==> src/utf8td_pkg.sv <==
`timescale 1ns / 1ps
// ----------------------------------------------------------------------------
// utf8td_pkg
// Shared types and constants for the UTF-8 text detector.
// ----------------------------------------------------------------------------
package utf8td_pkg;

    localparam int unsigned BYTE_W    = 8;
    localparam int unsigned PEND_W    = 3;
    localparam int unsigned OUT_TDATA_W = 8;

    // byte masks and patterns
    localparam logic [7:0] TOP2_MASK   = 8'hC0;
    localparam logic [7:0] CONT_PATTERN = 8'h80;
    localparam logic [7:0] TERM_BYTE   = 8'h00;

    // classification of one text byte
    typedef struct packed {
        logic              is_term;   // zero byte ends the string
        logic              is_ascii;  // top bit clear
        logic              ascii_ok;  // allowed text character
        logic              is_cont;   // 10xxxxxx
        logic [PEND_W-1:0] lead_len;  // continuations due, 0 for bad lead
    } byte_class_t;

    // one result item
    typedef struct packed {
        logic still_possible;
        logic is_utf8;
        logic final_res;
    } result_t;

endpackage

==> src/utf8_text_detector_unit.sv <==
`timescale 1ns / 1ps
// A byte accepted into the input register moves on to the result register, and
// so to the output, when the result register is empty or being taken.
// Throughput: one byte per cycle; the input register and the result register
// advance together whenever the result register is empty or being taken.
// Reset: aresetn low clears both valid flags and the sequence state; the next
// byte after reset starts a fresh string.
// ----------------------------------------------------------------------------
// utf8_text_detector_unit
// Streams text bytes and reports per byte whether the string may still be
// UTF-8, with the final verdict on the zero terminator.
// ----------------------------------------------------------------------------
module utf8_text_detector_unit
    import utf8td_pkg::*;
(
    input  logic                   aclk,
    input  logic                   aresetn,
    input  logic                   s_tvalid,
    output logic                   s_tready,
    input  logic [BYTE_W-1:0]      s_tdata,   // [7:0] text_byte
    output logic                   m_tvalid,
    input  logic                   m_tready,
    output logic                   m_tlast,   // final_res
    output logic [OUT_TDATA_W-1:0] m_tdata    // [0] is_utf8, [1] still_possible,
                                              // [7:2] zero
);

    logic              in_valid_reg;
    logic [BYTE_W-1:0] in_byte_reg;
    logic              out_valid_reg;
    result_t           out_res_reg;
    logic              advance;
    logic              step;
    byte_class_t       cls;
    result_t           res;

    // the pipeline moves when the result register is free
    assign advance  = ~out_valid_reg | m_tready;
    assign step     = in_valid_reg & advance;
    assign s_tready = ~in_valid_reg | advance;

    // input register
    always_ff @(posedge aclk) begin
        if (!aresetn) begin
            in_valid_reg <= 1'b0;
        end else if (s_tready) begin
            in_valid_reg <= s_tvalid;
        end
    end

    always_ff @(posedge aclk) begin
        if (s_tready && s_tvalid) begin
            in_byte_reg <= s_tdata;
        end
    end

    utf8td_classify u_classify (
        .text_byte (in_byte_reg),
        .cls       (cls)
    );

    utf8td_track u_track (
        .aclk    (aclk),
        .aresetn (aresetn),
        .step    (step),
        .cls     (cls),
        .res     (res)
    );

    // result register
    always_ff @(posedge aclk) begin
        if (!aresetn) begin
            out_valid_reg <= 1'b0;
        end else if (advance) begin
            out_valid_reg <= in_valid_reg;
        end
    end

    always_ff @(posedge aclk) begin
        if (step) begin
            out_res_reg <= res;
        end
    end

    assign m_tvalid = out_valid_reg;
    assign m_tlast  = out_res_reg.final_res;
    assign m_tdata  = {{(OUT_TDATA_W - 2){1'b0}}, out_res_reg.still_possible,
                       out_res_reg.is_utf8};

`ifndef SYNTHESIS
    // a positive verdict is only given on the terminator of a live string
    a_verdict_final: assert property (@(posedge aclk) disable iff (!aresetn)
        (m_tvalid && m_tdata[0]) |-> (m_tlast && m_tdata[1]))
        else $error("is_utf8 set outside a final clean result");

    // an empty result register never blocks the input
    a_ready_when_empty: assert property (@(posedge aclk) disable iff (!aresetn)
        !out_valid_reg |-> s_tready)
        else $error("input stalled with empty result register");

    // a buffered byte reaches the empty result register next cycle
    a_fill_output: assert property (@(posedge aclk) disable iff (!aresetn)
        (in_valid_reg && !out_valid_reg) |=> out_valid_reg)
        else $error("buffered byte did not advance");
`endif

endmodule

==> src/utf8td_classify.sv <==
`timescale 1ns / 1ps
// ----------------------------------------------------------------------------
// utf8td_classify
// Decodes one text byte into its character class and lead length.
// ----------------------------------------------------------------------------
module utf8td_classify
    import utf8td_pkg::*;
(
    input  logic [BYTE_W-1:0] text_byte,
    output byte_class_t       cls
);

    // allowed ascii: printable range plus a few control characters
    logic printable;
    logic ctrl_ok;

    assign printable = (text_byte >= 8'h20) && (text_byte <= 8'h7E);
    assign ctrl_ok   = (text_byte == 8'h07) || (text_byte == 8'h08) ||
                       (text_byte == 8'h09) || (text_byte == 8'h0A) ||
                       (text_byte == 8'h0C) || (text_byte == 8'h0D) ||
                       (text_byte == 8'h1B);

    // lead length from the first zero bit below the top two
    always_comb begin
        cls.is_term  = (text_byte == TERM_BYTE);
        cls.is_ascii = ~text_byte[7];
        cls.ascii_ok = printable | ctrl_ok;
        cls.is_cont  = ((text_byte & TOP2_MASK) == CONT_PATTERN);
        if (!text_byte[5]) begin
            cls.lead_len = 3'd1;
        end else if (!text_byte[4]) begin
            cls.lead_len = 3'd2;
        end else if (!text_byte[3]) begin
            cls.lead_len = 3'd3;
        end else if (!text_byte[2]) begin
            cls.lead_len = 3'd4;
        end else if (!text_byte[1]) begin
            cls.lead_len = 3'd5;
        end else begin
            cls.lead_len = 3'd0;
        end
    end

endmodule

==> src/utf8td_track.sv <==
`timescale 1ns / 1ps
// ----------------------------------------------------------------------------
// utf8td_track
// Holds the per-string sequence state and forms the result for each byte.
// ----------------------------------------------------------------------------
module utf8td_track
    import utf8td_pkg::*;
(
    input  logic        aclk,
    input  logic        aresetn,
    input  logic        step,
    input  byte_class_t cls,
    output result_t     res
);

    logic [PEND_W-1:0] pend_reg, pend_next;
    logic              seen_reg, seen_next;
    logic              rej_reg,  rej_next;

    // next state and result for the byte in the input register
    always_comb begin
        pend_next = pend_reg;
        seen_next = seen_reg;
        rej_next  = rej_reg;
        res.final_res      = 1'b0;
        res.is_utf8        = 1'b0;
        res.still_possible = 1'b0;
        if (cls.is_term) begin
            res.final_res      = 1'b1;
            res.is_utf8        = ~rej_reg & seen_reg;
            res.still_possible = ~rej_reg;
            pend_next = '0;
            seen_next = 1'b0;
            rej_next  = 1'b0;
        end else begin
            if (!rej_reg) begin
                if (pend_reg != '0) begin
                    if (!cls.is_cont) begin
                        rej_next  = 1'b1;
                        pend_next = '0;
                    end else begin
                        pend_next = pend_reg - 3'd1;
                        if (pend_reg == 3'd1) begin
                            seen_next = 1'b1;
                        end
                    end
                end else if (cls.is_ascii) begin
                    if (!cls.ascii_ok) begin
                        rej_next = 1'b1;
                    end
                end else if (cls.is_cont) begin
                    rej_next = 1'b1;
                end else if (cls.lead_len == '0) begin
                    rej_next = 1'b1;
                end else begin
                    pend_next = cls.lead_len;
                end
            end
            res.still_possible = ~rej_next;
        end
    end

    // state advances when the byte moves to the result register
    always_ff @(posedge aclk) begin
        if (!aresetn) begin
            pend_reg <= '0;
            seen_reg <= 1'b0;
            rej_reg  <= 1'b0;
        end else if (step) begin
            pend_reg <= pend_next;
            seen_reg <= seen_next;
            rej_reg  <= rej_next;
        end
    end

endmodule

==> config.mk <==
export PLATFORM = sky130hd
export DESIGN_NAME = utf8_text_detector_unit
export DESIGN_NICKNAME = d
export VERILOG_FILES = /design/src/utf8td_pkg.sv /design/src/utf8_text_detector_unit.sv /design/src/utf8td_classify.sv /design/src/utf8td_track.sv
export SDC_FILE = /design/constraint.sdc
export NUM_CORES = 1
export LEC_CHECK = 0
export ABC_AREA = 1
export ABC_CLOCK_PERIOD_IN_PS = 3800
export BUFFER_PORTS_ARGS = -buffer_cell sky130_fd_sc_hd__buf_2
export CAP_MARGIN = 25
export CELL_PAD_IN_SITES_DETAIL_PLACEMENT = 1
export CELL_PAD_IN_SITES_GLOBAL_PLACEMENT = 2
export CORE_MARGIN = 3
export CORE_UTILIZATION = 34
export CTS_BUF_LIST = sky130_fd_sc_hd__clkbuf_8
export DETAILED_ROUTE_END_ITERATION = 16
export PLACE_DENSITY_LB_ADDON = 0.2
export SETUP_SLACK_MARGIN = 0.1
export SLEW_MARGIN = 20
export SYNTH_ARGS = -nofsm -noshare
export SYNTH_HDL_FRONTEND = slang
export SYNTH_SLANG_ARGS = --single-unit
==> constraint.sdc <==
create_clock -name aclk -period 3.8 [get_ports aclk]
set_clock_uncertainty 0.1 [all_clocks]
set_input_delay 0.57 -clock aclk [delete_from_list [all_inputs] [get_ports aclk]]
set_output_delay 0.57 -clock aclk [all_outputs]
set_load 0.02 [all_outputs]
==> results of run 1 <==
[metrics by stage]
stage               utilization  hold WS [ps]  cell area (µm²)  worst slack (ps)  total power [µW]
floorplan                     -           369             1010              2250               292
global placement          0.391           390             1090              2050               307
detailed placement        0.391           392             1090              1950               310
CTS                       0.408           383             1130              2040               444
global route              0.408           380             1130              1990               461
finish                    0.408           386             1130              2040               438
[worst register-to-register path: stages (launching register included)]
cell and delay, ps:
edfxtp_1 460, nor2_2 170, nand2_2 70, nor2_4 150, nand2_2 80, nand2_2 100
nand3_4 100, o21ai_1 150, nor2_1 50
[cell usage after synthesis, drive strengths merged]
cell type / count
nand2: 34
buf: 6
conb: 1
edfxtp: 11
nor3: 2
o21ai: 7
ha: 3
o211a: 1
xnor2: 1
a21oi: 8
nand3: 8
dfxtp: 7
inv: 21
nor2: 12
[cell families (layout without fill, tap and decap cells)]
group                      Yosys count  in the layout
buffers and inverters               27             41
xor gates and xnor gates             1              1
AOI/OAI and AO/OA                   16             16
adders and majority gates            3              3
other                                1              6
and+or+nand+nor                     56             56
DFF                                 18             18
[how the worst min path moves through the flow]
stage,from,slack (ps),to
floorplan,in_valid_reg,370,m_tvalid
global placement,u_track.seen_reg,390,u_track.seen_reg
detailed placement,u_track.seen_reg,390,u_track.seen_reg
CTS,s_tdata[3],380,in_byte_reg[3]
global route,s_tdata[2],380,in_byte_reg[2]
finish,s_tdata[3],390,in_byte_reg[3]
[routing by layer]
layer,vias to the layer above,GRT usage
met3,6,0.0259
met5,-,0
met1,360,0.165
li1,410,-
met4,0,0.0475
met2,17,0.216
[where the power goes]
part | internal (µW) | switching [µW]
combinational | 25.1 | 50.6
sequential | 220 | 8.59
clock | 71.7 | 62.3
total | 317 | 122
[final cells by class]
type	instances	area share
sequential	18	0.415
clock buffer	3	0.0364
multi-input combinational	82	0.371
timing repair buffer	16	0.0706
tap	31	0.0342
clock inverter	1	0.00331
inverter	21	0.0695
[layout by cell type, fill, tap and decap left out, types with 4 or more instances in the layout]
cell type,synthesis,routed
a21oi_1,7,7
buf_2,0,16
conb_1,1,6
dfxtp_1,7,7
edfxtp_1,11,11
inv_1,21,22
nand2_1,31,31
nand3_1,5,5
nor2_1,10,10
o21ai_0,4,4
==> results.json, run 1 <==
{
  "wl_per_cell_um": 12.2,
  "crit_cells": 4,
  "synthMuxAreaShare": 0,
  "grt_pass1_vias": 759,
  "synth_compound_area_frac": 0.0892,
  "critPathBufInv": 3,
  "synth_seq_cells": 18,
  "synth_area_um2": 996,
  "seqCellArea_um2": 470,
  "rsz0062_at_grt": "false",
  "row_count": 19,
  "antenna_found_initial": 0,
  "drive_gt1_frac": 0.199,
  "hold_path.class": "in -> reg",
  "syn_avg_cell_area_um2": 8.16,
  "finalHoldViolations": 0,
  "hold_depth": 1,
  "cts_resized": 0,
  "grt-ovfl-total": 0,
  "cpLargestDelayFamily": "buffers and inverters",
  "gp_congestion": 0.742,
  "synth_top_family_by_area": "simple AND/OR/NAND/NOR gates",
  "grt_usage": 0.130,
  "vdd_drop_max_uv": 195,
  "endpoint": "s_tready",
  "synth.distinct_cells": 21,
  "crit_top_cell": "buf_2",
  "fill_cells": 349,
  "place_inst": 168,
  "drt_iter0_markers": 20,
  "cp-start-kind": "input port",
  "wl_met1_um": 968,
  "largest_reg_flops": 8,
  "io_buffers": 16,
  "reg2reg_slack_ps": 2270,
  "worst_setup_path_end_kind": "primary output",
  "vias": 793,
  "cp_max_fo": 3,
  "firstDrtPassIters": 2,
  "synth_warnings": 0,
  "grt_max_degree": 11,
  "timing.rr.start": "in_byte_reg[7]",
  "area_growth_pct": 13.8,
  "reg2regPathDepth": 8,
  "cts_root_buffer": "clkbuf_8",
  "cts_buffers": 3,
  "nets": 157,
  "cts_max_level": 1,
  "core_area_mm2": 0.00278,
  "cts_tree": "built",
  "ioPinCount": 23,
  "die_x_um": 60.1,
  "worstSkewPairLatency_ps": 250,
  "timing.fmax_ghz": 0.568,
  "status": "finished clean",
  "fin_cells": 172,
  "critPathMaxStageDelay_ps": 190,
  "slew_viol_final": 0,
  "synthSimpleGateAreaFrac": 0.264,
  "leakage_uw": 0.000553,
  "yosys.area.top_type": "edfxtp_1",
  "postSynthCellCount": 122,
  "cts.hold.buffers_added": 0,
  "post-route-period-util": 0.463,
  "start_util": 0.358,
  "crit_arrival_ps": 1090,
  "diodes": 0,
  "timing.max_cap.violations": 0,
  "top_layer_used": "met4",
  "yosys-top-cells-area": "edfxtp_1 (33%), dfxtp_1 (14%), nand2_1 (12%)",
  "die_h_um": 60.1,
  "critPathKind": "in -> out",
  "grt_pass1_wl_um": 3370,
  "cp.required_ps": 3130,
  "drt_wl_total_um": 2090,
  "setup_viol": 0,
  "cpMaxStageDelayCell": "buf_2",
  "drcViolationCount": 0,
  "power_density_mw_per_mm2": 387,
  "clk_path_buf_depth": 2,
  "viasPerCell": 4.61,
  "rr_endpoint": "u_track.pend_reg[2]",
  "multi_input_area_um2": 420,
  "wl_met3_um": 88,
  "worstPathCellList": "buf_2, inv_1, nand3_1, buf_2",
  "wl_met2_um": 1000,
  "yosysSeqAreaShare": 0.472,
  "clk_pin_slew_ps": 70,
  "tns_ps": 0,
  "finalWorstPathRequiredPeriod_ps": 1760,
  "die_area_mm2": 0.00361,
  "cts_sinks": 18,
  "place_hpwl_um": 1750,
  "postCtsSetupBuffers": 0,
  "synth_top_area_frac": 0.332,
  "synth_fa_ha_area_frac": 0.0377,
  "crit_start": "m_tready",
  "postRouteAntennaNets": 0,
  "synth_xor_xnor_area_share": 0.00879
}
Power figures use the tool's default switching activity.
==> run 2, diff against run 1 <==
ABC_AREA = 0   (was 1)
ABC_CLOCK_PERIOD_IN_PS = 1800   (was 3800)
clock period = 1.8 ns   (was 3.8 ns; I/O delays follow)
==> results.json, run 2 <==
{
  "status": "finished clean",
  "cp.required_ps": 1870,
  "synth_area_um2": 987,
  "antenna_found_initial": 0,
  "clk_path_buf_depth": 2,
  "synthArstFlopShare": 0,
  "hold_path.class": "in -> reg",
  "synth-edff-count": 11,
  "sw_frac_of_total": 0.260,
  "crit_start": "in_byte_reg[1]",
  "worstSkewPairLatency_ps": 250,
  "yosys-top-cells-count": "edfxtp_1 (11), a21oi_1 (7), dfxtp_1 (7), inv_1 (7), nand2_1 (7)",
  "comb_power_share": 0.176,
  "clk_pin_slew_ps": 60,
  "synth_top_area_frac": 0.335,
  "synth_compound_area_frac": 0.200,
  "ioPinCount": 23,
  "nets": 142,
  "postRouteAntennaNets": 0,
  "cts_sinks": 18,
  "firstDrtPassIters": 2,
  "cts_max_level": 1,
  "layout_commonest_cell": "buf_2",
  "synthSimpleGateAreaFrac": 0.199,
  "finalHoldViolations": 0,
  "yosys.area.top_type": "edfxtp_1",
  "cts_tree": "built",
  "grt_pass1_wl_um": 3690,
  "cts_buffers": 3,
  "syn_avg_cell_area_um2": 10.4,
  "setup_viol": 0,
  "p_total_uw": 927,
  "viasPerCell": 5.06,
  "start_util": 0.378,
  "clkPwrFrac": 0.298,
  "grt_usage": 0.139,
  "grt_max_degree": 11,
  "synth.distinct_cells": 34,
  "rsz0062_at_grt": "true",
  "drive_gt1_frac": 0.333,
  "wl_per_cell_um": 14.3,
  "yosys-top-cells-area": "edfxtp_1 (33%), dfxtp_1 (14%), buf_4 (4.6%)",
  "drt_wl_total_um": 2230,
  "cts_root_buffer": "clkbuf_8",
  "gp_congestion": 0.818,
  "fill_cells": 296,
  "yosysMostFrequentCell": "edfxtp_1",
  "synthMuxAreaShare": 0.0101,
  "largest_reg_flops": 8,
  "vdd_drop_max_uv": 661,
  "leakage_uw": 0.000542,
  "finalWorstPathRequiredPeriod_ps": 1730,
  "worst_setup_path_end_kind": "register",
  "io_buffers": 16,
  "timing.max_cap.violations": 0,
  "row_count": 18,
  "timing.fmax_ghz": 0.579,
  "mostFrequentLayoutCells": "buf_2 (16), buf_4 (12), edfxtp_1 (11)",
  "core_area_mm2": 0.00261,
  "post-route-period-util": 0.960,
  "place_hpwl_um": 1690,
  "power_frac_seq": 0.526,
  "diodes": 0,
  "critPathKind": "reg -> reg",
  "synth_seq_cells": 18,
  "synth_xor_xnor_area_share": 0,
  "yosysSeqAreaShare": 0.477,
  "synthFlopType": "edfxtp_1",
  "synth_fa_ha_area_frac": 0.0380,
  "cp-start-kind": "register",
  "synth_top_family_by_area": "compound AO/OA/AOI/OAI gates",
  "drt_iter0_markers": 16,
  "postSynthCellCount": 95,
  "power_density_mw_per_mm2": 743,
  "internal_power_uw": 686,
  "vias": 789,
  "slew_viol_final": 0,
  "timing.rr.start": "in_byte_reg[1]",
  "die_h_um": 59.9,
  "holdWs_ps": 91.1,
  "grt-ovfl-total": 0,
  "min_from": "s_tdata[2]",
  "crit_arrival_ps": 1800,
  "die_x_um": 59.9,
  "synth_warnings": 0,
  "grt_pass1_vias": 822,
  "drcViolationCount": 0,
  "area_growth_pct": 26.4,
  "cp_max_fo": 6,
  "switchingPower_uw": 241,
  "die_area_mm2": 0.00359
}
run 2: changes by cell type after synthesis, moves of 3 or more:
cell      before  now
o211ai_1       0    3
nand2_1       31    7
nand2_2        3    0
inv_1         21    7
nor2b_1        0    4
nand2b_1       0    3
nor2_1        10    6
run 2: path summary, 6_finish.rpt:
kind	slack, ps	endpoint	cells after the start
min	90	in_byte_reg[2]	1
min reg2reg	390	u_track.seen_reg	2
max reg2reg	70	u_track.pend_reg[1]	5
max	70	u_track.pend_reg[1]	5
run 2: kinds of logic after synthesis:
family | Yosys count
flops | 18
simple gates | 33
fa+ha+maj | 3
other cells | 1
mux | 1
buf+inv | 13
compound gates | 26
run 2: routing by layer:
metal	routed length, µm	share of wire	up-vias	track usage
li1	-	-	393	-
met2	1120	0.50	19	0.224
met3	106	0.048	4	0.0281
met5	0	0	-	0
met4	31	0.014	0	0.0475
met1	965	0.43	373	0.184
run 2: through the flow:
| step | area (µm²) | setup TNS, ps | instances | setup slack (ps) | util |
|---|---|---|---|---|---|
| CTS | 1200 | 0 | 154 | 106 | 0.461 |
| detailed placement | 1140 | 0 | 148 | 45.3 | 0.436 |
| global route | 1250 | -45.4 | 156 | -34.7 | 0.477 |
| global placement | 1140 | 0 | 148 | 111 | 0.436 |
| floorplan | 1010 | 0 | 100 | 161 | - |
| finish | 1250 | 0 | 156 | 71.7 | 0.477 |
run 2: critical path, stage by stage, from the launching register on:
cell	delay, ps
edfxtp_1	460
nor4_4	380
nand3b_4	150
a21oi_4	240
a21oi_2	80
a311oi_2	220
run 2: final cells by class:
class	instances	area, µm²	share of cell area
well taps	30	37.5	0.0301
clock buffers	3	41.3	0.0331
inverters	7	26.3	0.0211
multi-input cells	69	497	0.398
repair buffers	28	170	0.136
flip-flops and latches	18	472	0.378
clock inverters	1	3.75	0.00301
run 2: what timing repair did:
| item | 4_1_cts | 5_1_grt |
|---|---|---|
| resized for setup | 2 | 5 |
| hold buffers | 0 | 0 |
| pin swaps | 1 | 1 |
| setup endpoints to repair | 4 | 6 |
| setup buffers | 2 | 2 |
| cloned | 0 | 0 |
run 2: power groups by stage:
stage	Combinational, µW	Clock [µW]	Sequential, µW
after floorplan	102	0	495
after global placement	150	0	492
after detailed placement	152	0	493
after CTS	158	289	485
after global routing	184	311	490
final	163	276	487
